===== src/hdl/dqs_pkg.sv =====
// ----------------------------------------------------------------------------
// dqs_pkg
// Shared types and codes for the double-ended queue with search: operation
// and status codes, controller states and the controller/datapath bundles.
// ----------------------------------------------------------------------------
package dqs_pkg;

    localparam int DEPTH_DEF = 16;

    localparam int OP_W   = 3;
    localparam int DATA_W = 32;
    localparam int ST_W   = 2;
    localparam int POS_W  = 4;
    localparam int CNT_W  = 5;

    // operation codes
    localparam logic [OP_W-1:0] OP_PUSH_FRONT = 3'd0;
    localparam logic [OP_W-1:0] OP_PUSH_BACK  = 3'd1;
    localparam logic [OP_W-1:0] OP_POP_FRONT  = 3'd2;
    localparam logic [OP_W-1:0] OP_POP_BACK   = 3'd3;
    localparam logic [OP_W-1:0] OP_SEARCH     = 3'd4;

    // status codes
    localparam logic [ST_W-1:0] ST_DONE    = 2'd0;
    localparam logic [ST_W-1:0] ST_FULL    = 2'd1;
    localparam logic [ST_W-1:0] ST_EMPTY   = 2'd2;
    localparam logic [ST_W-1:0] ST_MISSING = 2'd3;

    typedef enum logic [2:0] {
        S_IDLE,
        S_DECODE,
        S_POP,
        S_SCAN,
        S_DONE
    } t_state;

    typedef struct packed {
        logic load_item;   // capture the accepted operation and value
        logic exec;        // decode the operation, update pointers, start reads
        logic pop_capture; // take the popped entry from the read register
        logic scan_step;   // compare one entry and advance the search
        logic out_load;    // move the pending result to the output register
    } t_dp_cmd;

    typedef struct packed {
        logic pop_rd;      // operation is a pop that needs the read data
        logic srch_rd;     // operation is a search over a non-empty store
        logic hit;         // current search entry matches the key
        logic last;        // current search entry is the back entry
    } t_dp_stat;

endpackage


===== src/hdl/dqs_datapath.sv =====
// ----------------------------------------------------------------------------
// dqs_datapath
// Ring store, front pointer, entry count, search index, pending result and
// output registers of the double-ended queue.
// ----------------------------------------------------------------------------
module dqs_datapath
    import dqs_pkg::*;
#(
    parameter int DEPTH = DEPTH_DEF
) (
    input  logic                     i_clk,
    input  logic                     i_rst_n,
    input  t_dp_cmd                  i_cmd,
    output t_dp_stat                 o_stat,
    input  logic [OP_W-1:0]          i_operation,
    input  logic signed [DATA_W-1:0] i_item_value,
    output logic [ST_W-1:0]          o_status,
    output logic signed [DATA_W-1:0] o_result_value,
    output logic [POS_W-1:0]         o_position,
    output logic [CNT_W-1:0]         o_entry_count
);

    localparam int AW = (DEPTH > 1) ? $clog2(DEPTH) : 1;
    localparam int CW = $clog2(DEPTH + 1);
    localparam int SW = AW + 1;

    logic [DATA_W-1:0] mem [DEPTH];

    logic [OP_W-1:0]          r_op;
    logic signed [DATA_W-1:0] r_key;
    logic [AW-1:0]            r_front;
    logic [CW-1:0]            r_count;
    logic [AW-1:0]            r_idx;
    logic [DATA_W-1:0]        r_rd_data;
    logic [ST_W-1:0]          r_pst;
    logic signed [DATA_W-1:0] r_pval;
    logic [POS_W-1:0]         r_ppos;
    logic [ST_W-1:0]          r_ost;
    logic signed [DATA_W-1:0] r_oval;
    logic [POS_W-1:0]         r_opos;
    logic [CNT_W-1:0]         r_ocnt;

    logic [AW-1:0] n_front;
    logic [CW-1:0] n_count;
    logic [ST_W-1:0] exec_st;
    logic          wr_en;
    logic [AW-1:0] wr_addr;
    logic [AW-1:0] rd_addr;
    logic          full;
    logic          empty;
    logic [CW-1:0] idx_nx;
    logic [AW+POS_W-1:0] idx_ext;
    logic [CW+CNT_W-1:0] cnt_ext;

    // ring position front + offset, both below twice the depth
    function automatic logic [AW-1:0] slot(input logic [AW-1:0] front,
                                           input logic [CW-1:0] offset);
        logic [SW-1:0] sum;
        sum = SW'(front) + SW'(offset);
        if (sum >= SW'(DEPTH)) begin
            sum = sum - SW'(DEPTH);
        end
        return sum[AW-1:0];
    endfunction

    assign full    = (r_count == CW'(DEPTH));
    assign empty   = (r_count == '0);
    assign idx_nx  = CW'(r_idx) + CW'(1);
    assign idx_ext = {{POS_W{1'b0}}, r_idx};
    assign cnt_ext = {{CNT_W{1'b0}}, r_count};

    // operation decode
    always_comb begin
        n_front = r_front;
        n_count = r_count;
        exec_st = ST_DONE;
        wr_en   = 1'b0;
        wr_addr = slot(r_front, r_count);
        rd_addr = slot(r_front, idx_nx);
        o_stat.pop_rd  = 1'b0;
        o_stat.srch_rd = 1'b0;
        o_stat.hit     = (r_rd_data == r_key);
        o_stat.last    = (idx_nx == r_count);
        case (r_op)
            OP_PUSH_FRONT: begin
                if (full) begin
                    exec_st = ST_FULL;
                end else begin
                    n_front = slot(r_front, CW'(DEPTH - 1));
                    wr_addr = n_front;
                    wr_en   = 1'b1;
                    n_count = r_count + CW'(1);
                end
            end
            OP_PUSH_BACK: begin
                if (full) begin
                    exec_st = ST_FULL;
                end else begin
                    wr_en   = 1'b1;
                    n_count = r_count + CW'(1);
                end
            end
            OP_POP_FRONT: begin
                if (empty) begin
                    exec_st = ST_EMPTY;
                end else begin
                    rd_addr = r_front;
                    n_front = slot(r_front, CW'(1));
                    n_count = r_count - CW'(1);
                    o_stat.pop_rd = 1'b1;
                end
            end
            OP_POP_BACK: begin
                if (empty) begin
                    exec_st = ST_EMPTY;
                end else begin
                    rd_addr = slot(r_front, r_count - CW'(1));
                    n_count = r_count - CW'(1);
                    o_stat.pop_rd = 1'b1;
                end
            end
            OP_SEARCH: begin
                if (empty) begin
                    exec_st = ST_EMPTY;
                end else begin
                    rd_addr = r_front;
                    o_stat.srch_rd = 1'b1;
                end
            end
            default: begin
            end
        endcase
        // the search step reads the next entry while comparing this one
        if (i_cmd.scan_step) begin
            rd_addr = slot(r_front, idx_nx);
        end
    end

    always_ff @(posedge i_clk) begin
        if (i_cmd.exec && wr_en) begin
            mem[wr_addr] <= r_key;
        end
        r_rd_data <= mem[rd_addr];
    end

    always_ff @(posedge i_clk) begin
        if (!i_rst_n) begin
            r_front <= '0;
            r_count <= '0;
        end else if (i_cmd.exec) begin
            r_front <= n_front;
            r_count <= n_count;
        end
    end

    always_ff @(posedge i_clk) begin
        if (i_cmd.load_item) begin
            r_op  <= i_operation;
            r_key <= i_item_value;
        end
        if (i_cmd.exec) begin
            r_pst  <= exec_st;
            r_pval <= '0;
            r_ppos <= '0;
            r_idx  <= '0;
        end
        if (i_cmd.pop_capture) begin
            r_pval <= r_rd_data;
        end
        if (i_cmd.scan_step) begin
            if (o_stat.hit) begin
                r_pval <= r_key;
                r_ppos <= idx_ext[POS_W-1:0];
            end else if (o_stat.last) begin
                r_pst <= ST_MISSING;
            end else begin
                r_idx <= idx_nx[AW-1:0];
            end
        end
        if (i_cmd.out_load) begin
            r_ost  <= r_pst;
            r_oval <= r_pval;
            r_opos <= r_ppos;
            r_ocnt <= cnt_ext[CNT_W-1:0];
        end
    end

    assign o_status       = r_ost;
    assign o_result_value = r_oval;
    assign o_position     = r_opos;
    assign o_entry_count  = r_ocnt;

endmodule


===== src/hdl/dqs_control.sv =====
// ----------------------------------------------------------------------------
// dqs_control
// Sequencer for one operation at a time: decode, memory read for pops,
// entry-by-entry search, and hand-off to the output register.
// ----------------------------------------------------------------------------
module dqs_control
    import dqs_pkg::*;
(
    input  logic     i_clk,
    input  logic     i_rst_n,
    input  logic     i_in_valid,
    output logic     o_in_stall,
    output logic     o_out_valid,
    input  logic     i_out_stall,
    input  t_dp_stat i_stat,
    output t_dp_cmd  o_cmd
);

    t_state r_state;
    t_state n_state;
    logic   r_out_valid;
    logic   out_free;
    logic   in_xfer;

    assign out_free = !r_out_valid || !i_out_stall;
    assign in_xfer  = i_in_valid && (r_state == S_IDLE);

    always_comb begin
        n_state = r_state;
        unique case (r_state)
            S_IDLE: begin
                if (i_in_valid) begin
                    n_state = S_DECODE;
                end
            end
            S_DECODE: begin
                if (i_stat.pop_rd) begin
                    n_state = S_POP;
                end else if (i_stat.srch_rd) begin
                    n_state = S_SCAN;
                end else begin
                    n_state = S_DONE;
                end
            end
            S_POP: begin
                n_state = S_DONE;
            end
            S_SCAN: begin
                if (i_stat.hit || i_stat.last) begin
                    n_state = S_DONE;
                end
            end
            S_DONE: begin
                if (out_free) begin
                    n_state = S_IDLE;
                end
            end
            default: begin
                n_state = S_IDLE;
            end
        endcase
    end

    always_comb begin
        o_cmd = '0;
        unique case (r_state)
            S_IDLE:   o_cmd.load_item   = in_xfer;
            S_DECODE: o_cmd.exec        = 1'b1;
            S_POP:    o_cmd.pop_capture = 1'b1;
            S_SCAN:   o_cmd.scan_step   = 1'b1;
            S_DONE:   o_cmd.out_load    = out_free;
            default: begin
            end
        endcase
    end

    always_ff @(posedge i_clk) begin
        if (!i_rst_n) begin
            r_state     <= S_IDLE;
            r_out_valid <= 1'b0;
        end else begin
            r_state <= n_state;
            if (o_cmd.out_load) begin
                r_out_valid <= 1'b1;
            end else if (!i_out_stall) begin
                r_out_valid <= 1'b0;
            end
        end
    end

    assign o_in_stall  = (r_state != S_IDLE);
    assign o_out_valid = r_out_valid;

endmodule


===== src/hdl/deque_with_search.sv =====
// ----------------------------------------------------------------------------
// deque_with_search
// Double-ended queue of signed 32-bit values with front/back push and pop
// and a linear search from the front.
// ----------------------------------------------------------------------------
// One operation is in flight at a time; o_in_stall is high from the transfer
// until the result is loaded into the output register. A push, or an operation
// that reports full, empty or an unknown code, goes from decode to done; a pop
// passes through a read-capture state between them. A search compares one
// entry per cycle through the single read port of the ring store, from the
// front until it matches or reaches the back entry. A result waiting in the
// output register does not block the next input transfer. The store has no
// reset; only written entries are compared or returned.
module deque_with_search
    import dqs_pkg::*;
#(
    parameter int DEPTH = DEPTH_DEF
) (
    input  logic                     i_clk,
    input  logic                     i_rst_n,
    input  logic                     i_in_valid,
    output logic                     o_in_stall,
    input  logic [OP_W-1:0]          i_operation,
    input  logic signed [DATA_W-1:0] i_item_value,
    output logic                     o_out_valid,
    input  logic                     i_out_stall,
    output logic [ST_W-1:0]          o_status,
    output logic signed [DATA_W-1:0] o_result_value,
    output logic [POS_W-1:0]         o_position,
    output logic [CNT_W-1:0]         o_entry_count
);

    t_dp_cmd  cmd;
    t_dp_stat stat;

    dqs_control u_ctrl (
        .i_clk       (i_clk),
        .i_rst_n     (i_rst_n),
        .i_in_valid  (i_in_valid),
        .o_in_stall  (o_in_stall),
        .o_out_valid (o_out_valid),
        .i_out_stall (i_out_stall),
        .i_stat      (stat),
        .o_cmd       (cmd)
    );

    dqs_datapath #(
        .DEPTH (DEPTH)
    ) u_dp (
        .i_clk          (i_clk),
        .i_rst_n        (i_rst_n),
        .i_cmd          (cmd),
        .o_stat         (stat),
        .i_operation    (i_operation),
        .i_item_value   (i_item_value),
        .o_status       (o_status),
        .o_result_value (o_result_value),
        .o_position     (o_position),
        .o_entry_count  (o_entry_count)
    );

endmodule


===== config.mk =====
export PLATFORM = sky130hd
export DESIGN_NAME = deque_with_search
export DESIGN_NICKNAME = d
export VERILOG_FILES = /design/src/hdl/dqs_pkg.sv /design/src/hdl/dqs_datapath.sv /design/src/hdl/dqs_control.sv /design/src/hdl/deque_with_search.sv
export SDC_FILE = /design/constraint.sdc
export NUM_CORES = 1
export LEC_CHECK = 0
export BUFFER_PORTS_ARGS = -buffer_cell sky130_fd_sc_hd__buf_2
export CELL_PAD_IN_SITES_DETAIL_PLACEMENT = 1
export CELL_PAD_IN_SITES_GLOBAL_PLACEMENT = 1
export CORE_ASPECT_RATIO = 0.75
export CORE_MARGIN = 10
export CORE_UTILIZATION = 47
export CTS_CLUSTER_DIAMETER = 50
export DETAILED_ROUTE_END_ITERATION = 7
export GPL_TIMING_DRIVEN = 1
export PLACE_DENSITY = 0.76
export SLEW_MARGIN = 10
export SYNTH_ARGS = -nofsm -noshare
export SYNTH_HDL_FRONTEND = slang
export SYNTH_SLANG_ARGS = --single-unit

===== constraint.sdc =====
create_clock -name i_clk -period 3.6 [get_ports i_clk]
set_clock_uncertainty 0.15 [all_clocks]
set_input_delay 1.08 -clock i_clk [delete_from_list [all_inputs] [get_ports i_clk]]
set_output_delay 1.08 -clock i_clk [all_outputs]
set_load 0.1 [all_outputs]

==> impl_metrics.json <==
{
  "status": "completed",
  "grt_pass1_vias": 18100,
  "setup_tns_ns": 0,
  "hold_viol_final": 0,
  "vias": 16900,
  "syn_nets": 2009,
  "n_antenna_cell": 0,
  "final_nets": 2149,
  "fin_area_um2": 30800,
  "utilization_pct": 55.2,
  "synth_seq_cells": 677,
  "netlist_area_um2": 26500,
  "crit_type": "flop to flop",
  "synth_flop_cell": "edfxtp_1",
  "cts_hold_buf": 0,
  "multi_input_area_um2": 6650,
  "yosysTopAreaCellShare_pct": 67.0,
  "min_path_type": "flop to flop",
  "dieArea_um2": 66300,
  "yosysSeqAreaShare_pct": 73.5,
  "grt_max_degree": 87,
  "crit_path_start_kind": "flop",
  "cts_tree": "yes",
  "grt-ovfl-total": 0,
  "maxCapViolCount": 0,
  "yosys.area.top_type": "edfxtp_1",
  "p_sw_mw": 4.51,
  "reg2reg_slack_ns": 0.18,
  "rows": 75,
  "fin_crit_sh_pct": 95.0,
  "cp_max_fo": 12,
  "ys_async_sr_fraction_pct": 0,
  "intPower_mw": 13.3,
  "synth_cells": 1952,
  "yosys_warnings": 0,
  "setup_violations": 0,
  "antenna_found_initial": 0,
  "drive_above_1_share_pct": 14.8,
  "portBuffers": 83,
  "numCtsBuffers": 69,
  "max_slew_margin_pct": 47.0,
  "cp_data_required_time_ns": 3.93,
  "die_y_um": 225,
  "ios": 84,
  "wl_mm": 75.7,
  "dpl-instance-area_um2": 28500,
  "worst_slack_ns": 0.179,
  "comb_power_share_pct": 9.9,
  "seqPwrFrac_pct": 50.1,
  "initial_utilization_pct": 47.4,
  "ctsHtreeMaxLevel": 3,
  "synth_edf_count": 590,
  "synthDistinctLibCells": 53,
  "drtIter0Drc": 1579,
  "place_ws_ns": 0.122,
  "switching_share_pct": 25.2,
  "cp_data_arrival_time_ns": 3.75,
  "dpl.hpwl_mm": 44.7,
  "power_density_nw_per_um2": 579,
  "worstMarginPinSlew_ns": 0.790,
  "cts_sinks": 677,
  "vdd.ir_drop.worst_uv": 537,
  "drv_slew": 0,
  "area_growth_pct": 16.6,
  "clockPowerShare_pct": 40.0,
  "drc": 0,
  "cts-root-buf": "clkbuf_16",
  "regArea_um2": 19500,
  "place_congestion": 0.838,
  "core-area_um2": 55800,
  "grtUsageTotal_pct": 22.7,
  "cp-end-kind": "flop",
  "timing.fmax_mhz": 292,
  "rsz0062_at_grt": "false",
  "drt_first_pass_iters": 5,
  "nFillCells": 5337,
  "leakage_nw": 11.0,
  "syn_avg_cell_area_um2": 13.6,
  "grt_first_pass_wirelength_mm": 113,
  "cts.clk_slew.worst_paths_ns": 0.07,
  "postRouteAntennaNets": 0,
  "min_period_ns": 3.42,
  "via_per_inst": 5.86,
  "clk-insertion-delay-late_ns": 0.62,
  "synthTopCellsByArea": "edfxtp_1, nand2_1, dfxtp_1, nand3_1, mux2i_1",
  "die_w_um": 294,
  "clock_path_buffers": 3,
  "wire_per_inst_um": 26.3
}
==> worst max-delay path: stages, from the launching register on <==
cell,delay (ns)
dfxtp_1,0.51
inv_1,0.15
ha_1,0.35
fa_1,0.40
xor2_1,0.19
o32a_1,0.19
mux2i_1,0.25
and2_2,0.47
buf_4,0.29
nand3_1,0.11
nand3_1,0.13
mux2i_1,0.10
==> power by group through the flow <==
stage | Combinational, mW | Clock [mW] | Sequential, mW
after floorplan | 0.885 | 0 | 9.22
after global placement | 1.66 | 0 | 9.09
after detailed placement | 1.73 | 0 | 9.11
after CTS | 1.75 | 7.25 | 8.94
after global routing | 1.90 | 7.57 | 8.95
final | 1.77 | 7.14 | 8.94
==> registers in the layout (all words and copies together), names as in the netlist, 2 cells and up <==
register / count
u_dp.r_pval: 32
u_dp.o_status: 2
u_dp.r_op: 3
u_dp.r_front: 4
u_dp.o_position: 4
u_dp.r_key: 32
u_dp.r_ppos: 4
u_dp.r_pst: 2
u_ctrl.r_state: 3
u_dp.r_rd_data: 32
u_dp.mem: 512
u_dp.o_entry_count: 5
u_dp.r_idx: 4
u_dp.r_count: 5
u_dp.o_result_value: 32
==> area by class of cell <==
| cell class | count | share of cell area, % |
|---|---|---|
| Timing Repair Buffer | 176 | 4.90 |
| Tap cell | 731 | 2.97 |
| Inverter | 17 | 0.207 |
| Multi-Input combinational cell | 1151 | 21.5 |
| Clock inverter | 39 | 1.12 |
| Sequential cell | 677 | 63.1 |
| Clock buffer | 89 | 6.18 |
==> final timing paths <==
check,start,endpoint,cells past startpoint
worst max-delay path,u_dp.r_count[0],u_dp.r_rd_data[8],11
worst min-delay path,u_dp.r_pval[15],u_dp.o_result_value[15],0
worst max register to register,u_dp.r_count[0],u_dp.r_rd_data[8],11
worst min register to register,u_dp.r_pval[15],u_dp.o_result_value[15],0
==> metrics by stage <==
step | hold WS, ns | instances | power (mW)
floorplan | 0.253 | 1952 | 10.1
global placement | 0.267 | 2748 | 10.8
detailed placement | 0.273 | 2748 | 10.8
CTS | 0.287 | 2876 | 17.9
global route | 0.289 | 2880 | 18.4
finish | 0.279 | 2880 | 17.9
==> metal layers <==
metal	GRT usage, %	up-vias	wire length, um
li1	-	7421	-
met1	30.1	8758	32600
met2	36.9	562	36100
met3	4.03	136	4380
met4	8.66	0	2640
met5	0	-	0
==> synth_stat cells (3+ instances only) <==
master	n
nor4_1	4
ha_1	15
a21o_1	3
o21ai_0	8
nand3b_1	3
edfxtp_1	590
buf_2	44
and2_1	7
nand4_1	44
o31ai_1	33
nand2b_1	3
a21oi_1	12
dfxtp_1	87
nor2b_1	3
xnor2_1	49
nand3_1	230
nor2_1	38
nand2_1	510
xor2_1	10
a22o_1	4
nor3_1	5
buf_4	11
fa_1	3
clkbuf_1	49
inv_1	16
a32oi_1	31
mux2i_1	104
==> cell usage in the layout (no fill, tap or decap), types with 3 or more instances in the layout <==
| cell type | synthesis | final |
|---|---|---|
| a21o_1 | 3 | 3 |
| a21oi_1 | 12 | 11 |
| a22o_1 | 4 | 4 |
| a32oi_1 | 31 | 30 |
| and2_1 | 7 | 5 |
| buf_12 | 0 | 30 |
| buf_2 | 44 | 83 |
| buf_4 | 11 | 61 |
| bufinv_16 | 0 | 4 |
| clkbuf_1 | 49 | 13 |
| clkbuf_16 | 0 | 73 |
| clkbuf_8 | 0 | 4 |
| clkinv_1 | 1 | 11 |
| clkinv_2 | 0 | 12 |
| clkinvlp_4 | 0 | 4 |
| dfxtp_1 | 87 | 86 |
| edfxtp_1 | 590 | 590 |
| fa_1 | 3 | 3 |
| ha_1 | 15 | 15 |
| inv_1 | 16 | 16 |
| inv_6 | 0 | 4 |
| mux2i_1 | 104 | 103 |
| nand2_1 | 510 | 509 |
| nand2b_1 | 3 | 3 |
| nand3_1 | 230 | 230 |
| nand3b_1 | 3 | 3 |
| nand4_1 | 44 | 44 |
| nor2_1 | 38 | 19 |
| nor2_4 | 0 | 21 |
| nor2b_1 | 3 | 3 |
| nor3_1 | 5 | 5 |
| nor4_1 | 4 | 4 |
| o21ai_0 | 8 | 8 |
| o31ai_1 | 33 | 33 |
| xnor2_1 | 49 | 49 |
| xor2_1 | 10 | 10 |
==> what timing repair did <==
item                                    CTS  global route
setup buffers                             0             2
gates resized for setup                   0             4
endpoints found under the setup margin    0             9
==> cells by family after synthesis <==
family                     after synthesis  share of synthesized area, %
DFF                                    677                          73.5
and+or+nand+nor                        855                          14.0
AOI/OAI and AO/OA                      110                          3.23
buffers and inverters                  125                          2.19
xor gates and xnor gates                60                          2.04
adders and majority gates               18                         0.936
muxes                                  107                          4.06
(Power assumes the default switching activity.)
